===== config.mk =====
export PLATFORM = sky130hd
export DESIGN_NAME = stbs_ctrl
export DESIGN_NICKNAME = d
export VERILOG_FILES = /design/src/hdl/sorted_table_binary_search_core_assert.svh /design/src/hdl/stbs_pkg.sv /design/src/hdl/stbs_ctrl.sv
export SDC_FILE = /design/constraint.sdc
export NUM_CORES = 1
export LEC_CHECK = 0
export ABC_AREA = 1
export BUFFER_PORTS_ARGS = -buffer_cell sky130_fd_sc_hd__buf_2
export CAP_MARGIN = 5
export CORE_AREA = 2 2 39 41
export DETAILED_ROUTE_END_ITERATION = 7
export DIE_AREA = 0 0 41 43
export MAX_ROUTING_LAYER = met4
export REMOVE_ABC_BUFFERS = 1
export SETUP_SLACK_MARGIN = 0.05
export SYNTH_ARGS = -nofsm -noshare
export SYNTH_HDL_FRONTEND = slang
export SYNTH_SLANG_ARGS = --single-unit
export TNS_END_PERCENT = 5

===== constraint.sdc =====
create_clock -name clk -period 1.08 [get_ports clk]
set_input_delay 0.054 -clock clk [delete_from_list [all_inputs] [get_ports clk]]
set_output_delay 0.054 -clock clk [all_outputs]
set_load 0.03 [all_outputs]

===== src/hdl/sorted_table_binary_search_core_assert.svh =====
// Assertion macros for the sorted-table binary search core.
`ifndef SORTED_TABLE_BINARY_SEARCH_CORE_ASSERT_SVH
`define SORTED_TABLE_BINARY_SEARCH_CORE_ASSERT_SVH

`ifndef SYNTHESIS
`define STBS_ASSERT_IMP(lbl, clk, rst_n, ante, cons) \
    lbl: assert property (@(posedge clk) disable iff (!rst_n) (ante) |-> (cons)) \
        else $error("assertion failed: implication");
`define STBS_ASSERT_NXT(lbl, clk, rst_n, ante, cons) \
    lbl: assert property (@(posedge clk) disable iff (!rst_n) (ante) |=> (cons)) \
        else $error("assertion failed: next-cycle implication");
`else
`define STBS_ASSERT_IMP(lbl, clk, rst_n, ante, cons)
`define STBS_ASSERT_NXT(lbl, clk, rst_n, ante, cons)
`endif

`endif


===== src/hdl/stbs_pkg.sv =====
// Shared constants and controller/datapath interface types for the search core.
package stbs_pkg;

    localparam int TABLE_DEPTH = 1024;
    localparam int IDX_W       = $clog2(TABLE_DEPTH);
    localparam int SIZE_W      = 11;
    localparam int DATA_W      = 32;
    localparam int S_TDATA_W   = 80;
    localparam int M_TDATA_W   = 16;

    localparam logic CMD_WRITE  = 1'b0;
    localparam logic CMD_SEARCH = 1'b1;

    typedef struct packed {
        logic wr;
        logic load;
        logic rd;
        logic step;
        logic push;
        logic push_miss;
    } ctrl_cmd_t;

    typedef struct packed {
        logic             bounds_eq;
        logic             size_zero;
        logic             out_free;
        logic [IDX_W-1:0] last_idx;
    } dp_status_t;

endpackage


===== src/hdl/stbs_ctrl.sv =====
// Controller: sequences table writes and the probe/compare loop of a search.
module stbs_ctrl (
    input  logic                  clk,
    input  logic                  rst_n,
    input  logic                  in_valid,
    input  logic                  in_command,
    output logic                  in_ready,
    input  stbs_pkg::dp_status_t  status,
    output stbs_pkg::ctrl_cmd_t   cmd
);
    import stbs_pkg::*;

    typedef enum logic [3:0] {
        ST_IDLE = 4'b0001,
        ST_RD   = 4'b0010,
        ST_CMP  = 4'b0100,
        ST_ZERO = 4'b1000
    } state_t;

    state_t state_reg, state_next;

    assign in_ready = (state_reg == ST_IDLE);

    always_comb begin
        state_next = state_reg;
        cmd        = '0;
        unique case (state_reg)
            ST_IDLE:
            begin
                if (in_valid) begin
                    if (in_command == CMD_WRITE) begin
                        cmd.wr = 1'b1;
                    end else if (status.size_zero) begin
                        state_next = ST_ZERO;
                    end else begin
                        cmd.load   = 1'b1;
                        state_next = ST_RD;
                    end
                end
            end
            ST_RD:
            begin
                cmd.rd     = 1'b1;
                state_next = ST_CMP;
            end
            ST_CMP:
            begin
                if (status.bounds_eq) begin
                    if (status.out_free) begin
                        cmd.push   = 1'b1;
                        state_next = ST_IDLE;
                    end
                end else begin
                    cmd.step   = 1'b1;
                    state_next = ST_RD;
                end
            end
            ST_ZERO:
            begin
                if (status.out_free) begin
                    cmd.push_miss = 1'b1;
                    state_next    = ST_IDLE;
                end
            end
            default:
            begin
                state_next = ST_IDLE;
            end
        endcase
    end

    always_ff @(posedge clk or negedge rst_n) begin
        if (!rst_n) begin
            state_reg <= ST_IDLE;
        end else begin
            state_reg <= state_next;
        end
    end

endmodule


==> metrics.md <==
| Metric | Value |
|---|---|
| Status | `finished with violations` |
| Failing checks | `negative setup slack` |
| Period minus WS final | `1.427 ns` |
| Worst setup path class | `register to primary output` |
| Nets@finish | `85` |
| Clock transition at path regs | `0.04 ns` |
| CTS tree | `done` |
| Num ports | `24` |
| Post-DP Area | `391.6 µm²` |
| Setup WS pre-CTS | `-0.1155 ns` |
| Synth cell types | `14` |
| Core Util, Final | `0.3391` |
| Via count | `344` |
| Setup TNS | `-2.100 ns` |
| Initial Util | `0.2107` |
| Hold_ws | `about 0.092 ns` |
| Max Cap Violations | `0` |
| Vias in the first global route | `approximately 320` |
| Num CTS Buffers | `3` |
| Clock Skew | `0.001020 ns` |
| Placed insts | `77` |
| Setup crit start kind | `register` |
| Max-slew violation count | `0` |
| Routed vias/inst | `4.145` |
| Final Hold Fails | `0` |
| Initial antenna violation count | `0` |
| Worst skew pair latency | `0.24 ns` |
| Seq cells post-synth | `4` |
| Clock root buffer | `clkbuf_4` |
| Max reg flops | `4` |
| Yosys warning count | `0` |
| PnR Total Power | `around 1.2 mW` |
| Fmax | `700.5 MHz` |
| Share of the synthesized area in the top cell type | `0.2575` |
| Final setup vio count | `10` |
| Seq/Total Area, Yosys | `0.3476` |
| # rows | `14` |
| Dpl hpwl | `approximately 560 µm` |
| Syn_area_per_cell | `6.338 µm²` |
| Share of layout cells above drive strength 1 | `0.4627` |
| Pin count of the biggest net entering global routing | `6` |
| Global route overflow | `0` |
| I/O Buffers | `13` |
| WP data required | `1.03 ns` |
| Syn Inst Count | `46` |
| WL/cell | `8.651 µm` |
| Static leakage | `0.2819 nW` |
| Tot GR Track Use | `0.1150` |
| Area leader, netlist | `dfrtp_1` |
| Post-synthesis instance area | `a little under 300 µm²` |
| Worst VDD drop | `about 0.0015 V` |
| Final Non-Filler Cells | `83` |
| Ant. Diodes | `0` |
| Synth area leaders | `dfrtp_1 (26%), inv_1 (14%), dfstp_2 (9.0%), nand2_1 (9.0%), nand3_1 (8.6%)` |
| Starting DRT DRC Count | `2` |
| PnR worst setup slack | `-0.3475 ns` |
| Crit Path Max Fanout | `4` |
| Min-delay worst type | `primary input to register` |
| Pwr Density | `2577 nW/µm²` |
| Relative slew slack | `0.8557` |
| GP Congestion | `0.7596` |
| Clk sinks | `4` |
| Worst Tran Pin Value | `about 0.22 ns` |
| Detailed Route WL | `718 µm` |
| Final instance area | `between 400 and 500 µm²` |
| Crit share post-route | `1.322` |
| Area Overhead vs Synth | `60.94%` |
| Bufs on Longest Clock Path | `2` |
| Drt pass-1 iters | `5` |
| Final ANT Viol Nets | `0` |
| Worst Path Arrival | `approximately 1.4 ns` |
| First-pass GRT wire length | `1255 µm` |
| Residual DRC | `0` |
| RSZ-0062 raised after global routing | `yes` |
| Die W | `41 µm` |
| Die Footprint | `1763 µm²` |
| Core area | `~1400 µm²` |
| Worst Setup End Kind | `primary output` |
| Die Ht | `43 µm` |
| H-tree depth | `1` |
critical path, cell delays in order (launching register included):
cell     delay (ns)
dfstp_2        0.53
inv_2          0.05
nor2_4         0.11
nand2_2        0.08
inv_4          0.08
nand2_1        0.05
nor2_1         0.08
buf_4          0.16
per-layer routing:
| metal | share of wire | routed length, µm | track usage |
|---|---|---|---|
| met5 | 0 | 0 | - |
| met4 | 0 | 0 | 0.04000 |
| met2 | 0.46 | 327 | 0.1344 |
| met1 | 0.49 | 355 | 0.1447 |
| met3 | 0.050 | 36 | 0.09424 |
cell usage after synthesis:
| cell type | number |
|---|---|
| a21oi_1 | 2 |
| clkinv_2 | 1 |
| dfrtp_1 | 3 |
| dfstp_2 | 1 |
| inv_1 | 11 |
| inv_2 | 1 |
| nand2_1 | 7 |
| nand2_2 | 2 |
| nand3_1 | 5 |
| nand4_1 | 2 |
| nor2_1 | 5 |
| nor2_2 | 4 |
| o21ai_0 | 1 |
| o21ai_1 | 1 |
logic make-up after synthesis:
logic type      count (synthesis)  synth area share
compound gates                  4           0.06864
buf+inv                        13            0.1716
flops                           4            0.3476
simple gates                   25            0.4120
where the power goes:
group / switching, mW / total [mW] / leakage, nW / internal (mW)
sequential: 0.0624 / 0.281 / 0.0510 / 0.218
combinational: 0.459 / 0.717 / 0.216 / 0.258
clock: 0.0724 / 0.212 / 0.0150 / 0.139
cell type report:
cell class	count	area (µm²)
timing repair buffer	17	108.9
inverter	13	51.30
sequential	4	101.3
clock buffer	4	26.28
fill	162	914.6
tap	16	20.02
multi-input combinational	29	161.4
final timing paths:
kind	start	end	slack, ns	cells past startpoint
hold reg to reg	state_reg[3]	state_reg[3]	0.65	2
max in group asynchronous	rst_n	state_reg[0]	0.72	2
setup reg to reg	state_reg[0]	state_reg[1]	-0.14	7
setup / recovery	state_reg[0]	cmd[5]	-0.35	7
min in group asynchronous	rst_n	state_reg[3]	0.15	2
hold / removal	status[11]	state_reg[3]	0.09	3
what timing repair did:
item / in CTS / in global routing
hold buffers: 1 / 0
resized for setup: 4 / 7
setup buffers: 0 / 1
pin swaps: 0 / 2
endpoints found under the hold margin: 4 / 0
endpoints found under the setup margin: 10 / 11
placed cells by master (no fill, tap or decap):
cell	instances
inv_1	10
buf_2	10
nand2_1	7
nand3_1	5
buf_4	5
nor2_1	4
nor2_2	3
clkbuf_4	3
dfrtp_1	3
inv_2	2
nor2_4	2
nand4_1	2
nand2_2	1
inv_4	1
nand2_4	1
a21oi_2	1
o21ai_0	1
a21oi_1	1
o21ai_1	1
clkbuf_1	1
dlygate4sd3_1	1
buf_6	1
dfstp_2	1
No activity file was read; power rests on OpenSTA's default activity.
